**config.mk**
```make
export PLATFORM = sky130hd
export DESIGN_NAME = led_matrix_frame_flusher
export DESIGN_NICKNAME = d
export VERILOG_FILES = /design/src/rtl/lmff_pkg.sv /design/src/rtl/lmff_ctrl.sv /design/src/rtl/lmff_dpath.sv /design/src/rtl/led_matrix_frame_flusher.sv
export VERILOG_INCLUDE_DIRS = /design/src /design/src/rtl
export SDC_FILE = /design/constraint.sdc
export NUM_CORES = 2
export LEC_CHECK = 0
export BUFFER_PORTS_ARGS = -buffer_cell sky130_fd_sc_hd__buf_4
export CORE_MARGIN = 10
export CORE_UTILIZATION = 60
export CTS_BUF_LIST = sky130_fd_sc_hd__clkbuf_16
export DETAILED_ROUTE_END_ITERATION = 12
export PLACE_DENSITY = 0.73
export SLEW_MARGIN = 20
export SYNTH_ARGS = -nofsm -noshare
export SYNTH_HDL_FRONTEND = slang
export SYNTH_HIERARCHICAL = 1
export SYNTH_SLANG_ARGS = --single-unit
```
**constraint.sdc**
```tcl
create_clock -name clk -period 52.4 [get_ports clk]
set_input_delay 2.62 -clock clk [delete_from_list [all_inputs] [get_ports clk]]
set_output_delay 2.62 -clock clk [all_outputs]
set_load 0.01 [all_outputs]
```
**src/rtl/led_matrix_frame_flusher_defines.svh**
```systemverilog
// assertion macros for the led matrix frame flusher
// used by the top level only; depends on a clock named clk and a reset named rst_n
`ifndef LED_MATRIX_FRAME_FLUSHER_DEFINES_SVH
`define LED_MATRIX_FRAME_FLUSHER_DEFINES_SVH

`ifndef SYNTHESIS

// antecedent implies consequent in the same cycle
`define LMFF_ASSERT_NOW(label, ante, cons) \
  label: assert property (@(posedge clk) disable iff (!rst_n) (ante) |-> (cons)) \
    else $error("lmff assertion failed");

// antecedent implies consequent in the next cycle
`define LMFF_ASSERT_NEXT(label, ante, cons) \
  label: assert property (@(posedge clk) disable iff (!rst_n) (ante) |=> (cons)) \
    else $error("lmff assertion failed");

`else

`define LMFF_ASSERT_NOW(label, ante, cons)
`define LMFF_ASSERT_NEXT(label, ante, cons)

`endif

`endif

```
**src/rtl/lmff_pkg.sv**
```systemverilog
// shared types, constants and codes for the led matrix frame flusher
// no dependencies; imported by the controller, the datapath, the top level and the testbench
package lmff_pkg;

  // geometry of the driver chips and the panel
  localparam int CHIPS  = 2;
  localparam int WIDTH  = 32;
  localparam int HEIGHT = 12;
  localparam int DOTS   = 192;

  // frame store sizing
  localparam int DEPTH  = CHIPS * DOTS;
  localparam int ADDR_W = $clog2(DEPTH);
  localparam int IDX_W  = $clog2(WIDTH * HEIGHT);

  // bits needed to pick one dirty flag
  localparam int CHIP_W = (CHIPS > 1) ? $clog2(CHIPS) : 1;

  // bus bytes
  localparam logic [7:0] BYTE_PAGE_CMD  = 8'hfd;
  localparam logic [7:0] BYTE_UNLOCK    = 8'hfe;
  localparam logic [7:0] BYTE_UNLOCK_KEY = 8'hc5;
  localparam logic [7:0] BYTE_PAGE_PWM  = 8'h01;
  localparam logic [7:0] BYTE_PAGE_FUNC = 8'h03;
  localparam logic [7:0] BYTE_PWM_START = 8'h00;
  localparam logic [7:0] BYTE_CURRENT   = 8'h01;

  // item modes
  typedef enum logic [2:0] {
    MODE_SET_PIXEL = 3'd0,
    MODE_CLEAR     = 3'd1,
    MODE_FILL      = 3'd2,
    MODE_FLUSH     = 3'd3,
    MODE_BRIGHT    = 3'd4,
    MODE_NEXT_BYTE = 3'd5
  } mode_t;

  // byte sequencer phases
  typedef enum logic [2:0] {
    PH_IDLE     = 3'd0,
    PH_F_UNLOCK = 3'd1,
    PH_F_PAGE   = 3'd2,
    PH_F_DATA   = 3'd3,
    PH_B_UNLOCK = 3'd4,
    PH_B_PAGE   = 3'd5,
    PH_B_CURR   = 3'd6
  } phase_t;

  // controller states
  typedef enum logic [1:0] {
    ST_SWEEP,
    ST_IDLE,
    ST_PIX_WR,
    ST_EMIT
  } ctrl_state_t;

  // input word
  typedef struct packed {
    logic [2:0] mode;
    logic [7:0] x;
    logic [7:0] y;
    logic       on;
    logic [7:0] level;
  } in_t;

  // result word
  typedef struct packed {
    logic       idle;
    logic [1:0] chip_index;
    logic [7:0] out_byte;
    logic       first;
    logic       last;
  } out_t;

  // controller to datapath
  typedef struct packed {
    logic accept;
    logic pix_wr;
    logic sweep_wr;
    logic emit;
  } ctrl_cmd_t;

  // datapath to controller
  typedef struct packed {
    logic sweep_last;
    logic out_busy;
  } ctrl_stat_t;

endpackage

```
**src/rtl/lmff_ctrl.sv**
```systemverilog
// controller state machine: accepts input words and sequences store sweeps,
// pixel writes and byte emission; depends on lmff_pkg
module lmff_ctrl
  import lmff_pkg::*;
(
  input  logic       clk,
  input  logic       rst_n,
  input  logic       in_valid,
  input  logic [2:0] in_mode,
  input  ctrl_stat_t stat,
  output logic       in_stall,
  output ctrl_cmd_t  cmd
);

  ctrl_state_t state_r, state_nxt;

  // state register, reset starts the clearing pass
  always_ff @(posedge clk) begin
    if (!rst_n) begin
      state_r <= ST_SWEEP;
    end else begin
      state_r <= state_nxt;
    end
  end

  // next state and commands
  always_comb begin
    state_nxt = state_r;
    cmd       = '0;
    in_stall  = 1'b1;
    case (state_r)
      ST_SWEEP: begin
        cmd.sweep_wr = 1'b1;
        if (stat.sweep_last) begin
          state_nxt = ST_IDLE;
        end
      end
      ST_IDLE: begin
        in_stall = 1'b0;
        if (in_valid) begin
          cmd.accept = 1'b1;
          case (in_mode)
            MODE_SET_PIXEL: state_nxt = ST_PIX_WR;
            MODE_CLEAR:     state_nxt = ST_SWEEP;
            MODE_FILL:      state_nxt = ST_SWEEP;
            MODE_NEXT_BYTE: state_nxt = ST_EMIT;
            default:        state_nxt = ST_IDLE;
          endcase
        end
      end
      ST_PIX_WR: begin
        cmd.pix_wr = 1'b1;
        state_nxt  = ST_IDLE;
      end
      ST_EMIT: begin
        if (!stat.out_busy) begin
          cmd.emit  = 1'b1;
          state_nxt = ST_IDLE;
        end
      end
      default: begin
        state_nxt = ST_IDLE;
      end
    endcase
  end

endmodule

```
**src/rtl/lmff_dpath.sv**
```systemverilog
// datapath: frame store memory, dirty flags, brightness state, byte sequencer
// registers and the output register; depends on lmff_pkg
module lmff_dpath
  import lmff_pkg::*;
(
  input  logic       clk,
  input  logic       rst_n,
  input  ctrl_cmd_t  cmd,
  input  in_t        in_data,
  input  logic       out_stall,
  output ctrl_stat_t stat,
  output logic       out_valid,
  output out_t       out_data
);

  typedef struct packed {
    logic       found;
    logic [1:0] idx;
  } pick_t;

  // first dirty chip at or after start
  function automatic pick_t find_dirty(input logic [CHIPS-1:0] d, input logic [2:0] start);
    pick_t p;
    p = '0;
    for (int c = CHIPS - 1; c >= 0; c--) begin
      if ((c >= int'(start)) && d[c]) begin
        p.found = 1'b1;
        p.idx   = 2'(c);
      end
    end
    return p;
  endfunction

  // chip that holds a given frame index
  function automatic logic [1:0] chip_of(input logic [IDX_W-1:0] idx);
    logic [1:0] ch;
    ch = '0;
    for (int c = 1; c < CHIPS; c++) begin
      if (int'(idx) >= c * DOTS) begin
        ch = 2'(c);
      end
    end
    return ch;
  endfunction

  logic [7:0]        mem [DEPTH];
  logic [7:0]        rd_data_r;
  logic [ADDR_W-1:0] rd_addr;

  logic [ADDR_W-1:0] sweep_cnt_r;
  logic [7:0]        fill_val_r;

  logic [ADDR_W-1:0] pix_addr_r;
  logic [1:0]        pix_chip_r;
  logic              pix_ok_r;
  logic              pix_on_r;
  logic [7:0]        pix_value;
  logic              pix_change;

  logic [CHIPS-1:0]  dirty_r, dirty_nxt;
  logic [7:0]        on_level_r, on_level_nxt;
  logic [7:0]        bright_val_r, bright_val_nxt;
  logic              flush_pend_r, flush_pend_nxt;
  logic              bright_pend_r, bright_pend_nxt;
  phase_t            phase_r, phase_nxt;
  logic [1:0]        chip_r, chip_nxt;
  logic [7:0]        count_r, count_nxt;

  logic              out_valid_r;
  out_t              out_r, res;

  logic [IDX_W-1:0]  pix_idx;
  logic              pix_ok;
  logic [7:0]        seq_k;
  logic [ADDR_W-1:0] seq_addr;
  logic              is_set_pixel;

  // pixel address decode
  assign pix_idx      = IDX_W'(in_data.y) * IDX_W'(WIDTH) + IDX_W'(in_data.x);
  assign pix_ok       = (int'(in_data.x) < WIDTH) && (int'(in_data.y) < HEIGHT) &&
                        (int'(pix_idx) < DEPTH);
  assign is_set_pixel = cmd.accept && (in_data.mode == MODE_SET_PIXEL);

  // store address of the next pwm byte, clamped to the last dot
  assign seq_k    = (count_r - 8'd1 >= 8'(DOTS)) ? 8'(DOTS - 1) : count_r - 8'd1;
  assign seq_addr = ADDR_W'(int'(chip_r) * DOTS + int'(seq_k));

  assign rd_addr  = is_set_pixel ? ADDR_W'(pix_idx) : seq_addr;

  // pixel write value and change test
  assign pix_value  = pix_on_r ? on_level_r : 8'd0;
  assign pix_change = pix_ok_r && (rd_data_r != pix_value);

  // frame store, registered read
  always_ff @(posedge clk) begin
    rd_data_r <= mem[rd_addr];
    if (cmd.sweep_wr) begin
      mem[sweep_cnt_r] <= fill_val_r;
    end else if (cmd.pix_wr && pix_change) begin
      mem[pix_addr_r] <= pix_value;
    end
  end

  // latched pixel request
  always_ff @(posedge clk) begin
    if (is_set_pixel) begin
      pix_addr_r <= ADDR_W'(pix_idx);
      pix_chip_r <= chip_of(pix_idx);
      pix_ok_r   <= pix_ok;
      pix_on_r   <= in_data.on;
    end
  end

  // item updates and byte sequencer
  always_comb begin
    pick_t      pk;
    phase_t     ph;
    logic [1:0] ch;
    logic [7:0] cn;
    logic       go;
    logic [7:0] pa;
    logic [7:0] pb;
    phase_t     pend;

    dirty_nxt       = dirty_r;
    on_level_nxt    = on_level_r;
    bright_val_nxt  = bright_val_r;
    flush_pend_nxt  = flush_pend_r;
    bright_pend_nxt = bright_pend_r;
    phase_nxt       = phase_r;
    chip_nxt        = chip_r;
    count_nxt       = count_r;
    res             = '0;
    pk              = '0;
    ph              = phase_r;
    ch              = chip_r;
    cn              = count_r;
    go              = 1'b1;
    pa              = BYTE_UNLOCK;
    pb              = BYTE_UNLOCK_KEY;
    pend            = PH_IDLE;

    // accepted words other than a byte request
    if (cmd.accept) begin
      case (in_data.mode)
        MODE_CLEAR, MODE_FILL: begin
          dirty_nxt = '1;
        end
        MODE_FLUSH: begin
          flush_pend_nxt = 1'b1;
        end
        MODE_BRIGHT: begin
          on_level_nxt    = (in_data.level == 8'd0) ? 8'd1 : in_data.level;
          bright_val_nxt  = in_data.level;
          bright_pend_nxt = 1'b1;
        end
        default: begin
        end
      endcase
    end

    // dirty mark from a pixel that changed
    if (cmd.pix_wr && pix_change) begin
      dirty_nxt[pix_chip_r[CHIP_W-1:0]] = 1'b1;
    end

    if (cmd.emit) begin
      // no sequence running: brightness pass first, then a flush pass
      if (!(ph == PH_F_UNLOCK || ph == PH_F_PAGE || ph == PH_F_DATA ||
            ph == PH_B_UNLOCK || ph == PH_B_PAGE || ph == PH_B_CURR)) begin
        ph = PH_IDLE;
        if (bright_pend_r) begin
          bright_pend_nxt = 1'b0;
          ph = PH_B_UNLOCK;
          ch = '0;
          cn = '0;
        end else if (flush_pend_r) begin
          flush_pend_nxt = 1'b0;
          pk = find_dirty(dirty_r, 3'd0);
          ch = '0;
          cn = '0;
          if (pk.found) begin
            dirty_nxt[pk.idx[CHIP_W-1:0]] = 1'b0;
            ph = PH_F_UNLOCK;
            ch = pk.idx;
          end
        end
        if (ph == PH_IDLE) begin
          res.idle  = 1'b1;
          go        = 1'b0;
          phase_nxt = PH_IDLE;
          chip_nxt  = ch;
          count_nxt = cn;
        end
      end

      if (go) begin
        chip_nxt       = ch;
        res.chip_index = ch;
        // pick bytes and follow-on phase for the two-byte transactions
        case (ph)
          PH_F_UNLOCK: begin
            pa = BYTE_UNLOCK;    pb = BYTE_UNLOCK_KEY; pend = PH_F_PAGE;
          end
          PH_F_PAGE: begin
            pa = BYTE_PAGE_CMD;  pb = BYTE_PAGE_PWM;   pend = PH_F_DATA;
          end
          PH_B_UNLOCK: begin
            pa = BYTE_UNLOCK;    pb = BYTE_UNLOCK_KEY; pend = PH_B_PAGE;
          end
          PH_B_PAGE: begin
            pa = BYTE_PAGE_CMD;  pb = BYTE_PAGE_FUNC;  pend = PH_B_CURR;
          end
          default: begin
            pa = BYTE_CURRENT;   pb = bright_val_r;    pend = PH_B_UNLOCK;
          end
        endcase

        if (ph == PH_F_DATA) begin
          // pwm transaction: start byte then every dot of the chip
          if (cn == 8'd0) begin
            res.out_byte = BYTE_PWM_START;
            res.first    = 1'b1;
            count_nxt    = 8'd1;
            phase_nxt    = ph;
          end else begin
            res.out_byte = rd_data_r;
            phase_nxt    = ph;
            if (cn >= 8'(DOTS)) begin
              res.last  = 1'b1;
              pk        = find_dirty(dirty_r, {1'b0, ch} + 3'd1);
              chip_nxt  = '0;
              count_nxt = '0;
              phase_nxt = PH_IDLE;
              if (pk.found) begin
                dirty_nxt[pk.idx[CHIP_W-1:0]] = 1'b0;
                phase_nxt = PH_F_UNLOCK;
                chip_nxt  = pk.idx;
              end
            end else begin
              count_nxt = cn + 8'd1;
            end
          end
        end else if (cn == 8'd0) begin
          res.out_byte = pa;
          res.first    = 1'b1;
          count_nxt    = 8'd1;
          phase_nxt    = ph;
        end else begin
          res.out_byte = pb;
          res.last     = 1'b1;
          count_nxt    = 8'd0;
          phase_nxt    = pend;
          // current write closes one chip of the brightness pass
          if (ph == PH_B_CURR) begin
            if ({1'b0, ch} + 3'd1 < 3'(CHIPS)) begin
              chip_nxt  = ch + 2'd1;
              phase_nxt = PH_B_UNLOCK;
            end else begin
              chip_nxt  = '0;
              phase_nxt = PH_IDLE;
            end
          end
        end
      end
    end
  end

  // control registers
  always_ff @(posedge clk) begin
    if (!rst_n) begin
      sweep_cnt_r   <= '0;
      fill_val_r    <= '0;
      dirty_r       <= '0;
      on_level_r    <= 8'hff;
      bright_val_r  <= '0;
      flush_pend_r  <= 1'b0;
      bright_pend_r <= 1'b0;
      phase_r       <= PH_IDLE;
      chip_r        <= '0;
      count_r       <= '0;
      out_valid_r   <= 1'b0;
    end else begin
      dirty_r       <= dirty_nxt;
      on_level_r    <= on_level_nxt;
      bright_val_r  <= bright_val_nxt;
      flush_pend_r  <= flush_pend_nxt;
      bright_pend_r <= bright_pend_nxt;
      phase_r       <= phase_nxt;
      chip_r        <= chip_nxt;
      count_r       <= count_nxt;

      // sweep address and fill value
      if (cmd.accept && (in_data.mode == MODE_CLEAR || in_data.mode == MODE_FILL)) begin
        sweep_cnt_r <= '0;
        fill_val_r  <= (in_data.mode == MODE_FILL && in_data.on) ? on_level_r : 8'd0;
      end else if (cmd.sweep_wr) begin
        sweep_cnt_r <= stat.sweep_last ? '0 : sweep_cnt_r + 1'b1;
      end

      // output word handshake
      if (cmd.emit) begin
        out_valid_r <= 1'b1;
      end else if (out_valid_r && !out_stall) begin
        out_valid_r <= 1'b0;
      end
    end
  end

  // output payload
  always_ff @(posedge clk) begin
    if (cmd.emit) begin
      out_r <= res;
    end
  end

  assign stat.sweep_last = (sweep_cnt_r == ADDR_W'(DEPTH - 1));
  assign stat.out_busy   = out_valid_r && out_stall;
  assign out_valid       = out_valid_r;
  assign out_data        = out_r;

endmodule

```
**src/rtl/led_matrix_frame_flusher.sv**
```systemverilog
// led matrix frame flusher, top level; depends on lmff_pkg, lmff_ctrl, lmff_dpath
// and led_matrix_frame_flusher_defines.svh. Keeps the pwm frame of the driver
// chips with a dirty flag per chip and hands out the serial bus byte stream one
// byte per next-byte word. Words are taken one at a time: flush, brightness and
// unused modes are done in the accepting state, a pixel write goes through the
// store read, then compare and write, a next-byte word waits in the emit state
// while the previous result waits at the output register, and clear or fill
// sweep all 384 entries of the frame store one entry a cycle, as it has one
// write port. After reset the same sweep clears the store, so no word is taken until it is done.
`include "led_matrix_frame_flusher_defines.svh"

module led_matrix_frame_flusher
  import lmff_pkg::*;
(
  input  logic clk,
  input  logic rst_n,
  input  logic in_valid,
  output logic in_stall,
  input  in_t  in_data,
  output logic out_valid,
  input  logic out_stall,
  output out_t out_data
);

  ctrl_cmd_t  cmd;
  ctrl_stat_t stat;

  // controller
  lmff_ctrl u_ctrl (
    .clk      (clk),
    .rst_n    (rst_n),
    .in_valid (in_valid),
    .in_mode  (in_data.mode),
    .stat     (stat),
    .in_stall (in_stall),
    .cmd      (cmd)
  );

  // datapath
  lmff_dpath u_dpath (
    .clk       (clk),
    .rst_n     (rst_n),
    .cmd       (cmd),
    .in_data   (in_data),
    .out_stall (out_stall),
    .stat      (stat),
    .out_valid (out_valid),
    .out_data  (out_data)
  );

  // checks
  `LMFF_ASSERT_NOW(a_one_cmd, 1'b1, $onehot0({cmd.accept, cmd.pix_wr, cmd.sweep_wr, cmd.emit}))
  `LMFF_ASSERT_NOW(a_emit_free, cmd.emit, !(out_valid && out_stall))
  `LMFF_ASSERT_NOW(a_idle_word, out_valid && out_data.idle, out_data.out_byte == 8'd0 && !out_data.first && !out_data.last && out_data.chip_index == 2'd0)
  `LMFF_ASSERT_NEXT(a_nb_busy, in_valid && !in_stall && in_data.mode == MODE_NEXT_BYTE, in_stall)

endmodule

```
==> impl_metrics.env <==
export IMPL_dpl_hpwl_mm=210
export IMPL_cts_root_buffer="clkbuf_16"
export IMPL_synth_nets=9283
export IMPL_yosysTopAreaCellShare_pct=73.4
export IMPL_synth_area_sq_um=127000
export IMPL_path_cells="buf_4 -> inv_1 -> nor2_1 -> or4b_1 -> buf_4 -> inv_2 -> mux2i_1 -> and3_4 -> buf_12 -> buf_4 -> buf_4 -> buf_4 -> mux2_2 -> a222oi_1 -> o22ai_1 -> o31ai_1 -> a221oi_2 -> nor4_2"
export IMPL_io_pins=47
export IMPL_initial_core_util_pct=60.4
export IMPL_status="completed"
export IMPL_setup_viol=0
export IMPL_dp_cells=11700
export IMPL_hold_buffers=0
export IMPL_final_hold_viol_count=0
export IMPL_final_util_pct=66.2
export IMPL_total_power_mw=4.86
export IMPL_cp_top_family="buffers and inverters"
export IMPL_synth_area_top_cells="edfxtp_1, nand2_1, mux2i_1, a21oi_1, nand3_1"
export IMPL_maxSlewViolCount=0
export IMPL_synth_seq_area_share_pct=74.4
export IMPL_cp_arrival_ns=11.02
export IMPL_cap_violations=0
export IMPL_final_cell_mix="edfxtp_1, nand2_1, a21oi_1"
export IMPL_postLayoutCellArea_sq_um=139000
export IMPL_wl_per_cell_microns=30.0
export IMPL_synth_flop_cell="edfxtp_1"
export IMPL_core_region_area_sq_um=210000
export IMPL_worst_slew_pin_slew_ns=1.25
export IMPL_yosysWarnings=6
export IMPL_firstDrtPassIters=9
export IMPL_io_buffers=46
export IMPL_synth_edf_count=3097
export IMPL_crit_path_top_delay_cell="o31ai_1"
export IMPL_grt_pass1_vias=76900
export IMPL_cp_num_buf_inv=8
export IMPL_p_leak_nw=45.5
export IMPL_rsz0062_at_grt="no"
export IMPL_area_growth_synth_to_final_pct=9.67
export IMPL_dp_slack_ns=41.59
export IMPL_crit_path_max_incr_delay_ns=0.95
export IMPL_dieArea_sq_um=230000
export IMPL_crit_type="in -> reg"
export IMPL_cp_max_fo=175
export IMPL_overflow=0
export IMPL_power_density_nw_per_um2=35.0
export IMPL_clock_skew_ns=0.0561
export IMPL_grt_max_degree=209
export IMPL_postCtsSetupRepairBufs=0
export IMPL_cts_htree_levels=5
export IMPL_fin_crit_sh_pct=19.4
export IMPL_clk_path_buf_depth=4
export IMPL_drive_gt1_share_pct=7.77
export IMPL_final_common_cell="edfxtp_1"
export IMPL_drc=0
export IMPL_setup_slack_ns=42.24
export IMPL_fp_dieH_microns=480
export IMPL_grt_pass1_wl_mm=529
export IMPL_avgSynthCellArea_sq_um=13.7
export IMPL_max_slew_margin_rel_pct=16.6
export IMPL_cts_made_buffers=325
export IMPL_vias=82100
export IMPL_dpl_cell_area_sq_um=129000
export IMPL_track_usage_pct=31.0
export IMPL_ys_types=99
export IMPL_whs_ns=0.473
export IMPL_antenna_found_initial=20
export IMPL_peakVddDrop_mv=0.0286
export IMPL_num_fill_cells=14500
export IMPL_yosysTopAreaCell="edfxtp_1"
export IMPL_ys_async_sr_fraction_pct=0
export IMPL_postRouteAntennaNets=0
export IMPL_die_w_microns=480
export IMPL_wl_mm=367
export IMPL_worst_skew_pair_late_latency_ns=0.97
export IMPL_synth_cells=9236
export IMPL_cts_resized=0
export IMPL_cts_tree="built"
export IMPL_period_minus_slack_ns=10.16
export IMPL_fp_row_count=168
export IMPL_final_cell_count_no_fill=12200
export IMPL_routabilityCongestion=0.904
export IMPL_hold_path_class="reg -> reg"
export IMPL_viasPerCell=6.72
export IMPL_crit_required_ns=53.26
export IMPL_layout_nets=9224
export IMPL_crit_top_cell="buf_4"
export IMPL_worst_setup_path_end_kind="register"
export IMPL_setup_tns_final_ns=0
export IMPL_clk_pin_slew_ns=0.06
export IMPL_crit_path_start_kind="input port"
export IMPL_drt_initial_drc_count=12800
export IMPL_fmax_mhz=98.5
export IMPL_cts_sinks=3158
export IMPL_ys_ff_latch=3158
[final timing paths]
kind / startpoint / slack [ns] / cells after the start / to
max reg2reg: u_ctrl/state_r[0] / 43.44 / 17 / u_dpath/rd_data_r[2]
min reg2reg: u_dpath/bright_val_r[5] / 0.47 / 2 / u_dpath/bright_val_r[5]
min: u_dpath/bright_val_r[5] / 0.47 / 2 / u_dpath/bright_val_r[5]
max: in_valid / 42.24 / 18 / u_dpath/rd_data_r[2]
[flip-flops by register name, indices dropped and copies added, names as in the netlist]
signal	count
u_dpath/mem	3072
u_dpath/chip_r	2
u_dpath/bright_val_r	8
u_dpath/fill_val_r	8
u_dpath/rd_data_r	8
u_dpath/out_valid	1
u_dpath/bright_pend_r	1
u_dpath/pix_chip_r	1
u_dpath/pix_addr_r	9
u_dpath/phase_r	3
u_dpath/pix_on_r	1
u_dpath/flush_pend_r	1
u_ctrl/state_r	2
u_dpath/dirty_r	2
u_dpath/out_data	13
u_dpath/count_r	8
u_dpath/sweep_cnt_r	9
u_dpath/pix_ok_r	1
u_dpath/on_level_r	8
[Yosys cell counts (126+ instances only)]
| cell | instances |
|---|---|
| edfxtp_1 | 3097 |
| o22ai_1 | 176 |
| nand3_1 | 469 |
| clkbuf_1 | 228 |
| nand2_1 | 2082 |
| buf_2 | 259 |
| mux2i_1 | 525 |
| nor2_1 | 506 |
| a31oi_1 | 144 |
| a21oi_1 | 537 |
| nor4_1 | 132 |
| o21ai_0 | 126 |
[cell families (layout without fill, tap and decap cells)]
group	Yosys count	after routing	share of synthesized area, %
AOI/OAI and AO/OA	1376	1376	6.88
xor gates and xnor gates	20	20	0.138
adders and majority gates	15	15	0.160
buffers and inverters	641	804	2.46
DFF	3158	3158	74.4
muxes	542	542	4.40
other	0	11	0
and+or+nand+nor	3484	3484	11.6
[worst register-to-register path, cell delays in order (launching register included)]
cell      delay (ns)
dfxtp_1         0.53
nand2b_4        0.09
nor2_1          0.18
or4b_1          0.46
buf_4           0.25
inv_2           0.45
mux2i_1         0.40
and3_4          0.83
buf_12          0.78
buf_4           1.04
buf_4           0.66
buf_4           0.75
mux2_2          0.46
a222oi_1        0.36
o22ai_1         0.14
o31ai_1         0.95
a221oi_2        0.23
nor4_2          0.31
[metal layers]
metal	share of wire, %	up-vias	track usage (%)
met2	44	6109	45.7
met3	14	1054	9.03
met4	5.9	18	16.6
li1	-	34500	-
met5	0.039	-	0
met1	35	40400	42.1
[power by group]
group	internal [mW]	switching, mW	leakage, nW	total (mW)
Clock	1.18	0.917	5.00	2.10
Sequential	2.73	0.00116	28.9	2.73
Combinational	0.00435	0.0221	11.6	0.0264
[final cells by class]
class | instances | area (sq um) | area share [%]
Tap cell | 2805 | 3510 | 2.53
Timing Repair Buffer | 221 | 1810 | 1.30
Sequential cell | 3158 | 94200 | 67.8
Clock buffer | 331 | 8280 | 5.96
Inverter | 34 | 128 | 0.0918
Multi-Input combinational cell | 5437 | 29800 | 21.4
Antenna cell | 11 | 27.5 | 0.0198
Clock inverter | 218 | 1180 | 0.847
Note: power is estimated with default switching activity, not from simulation.
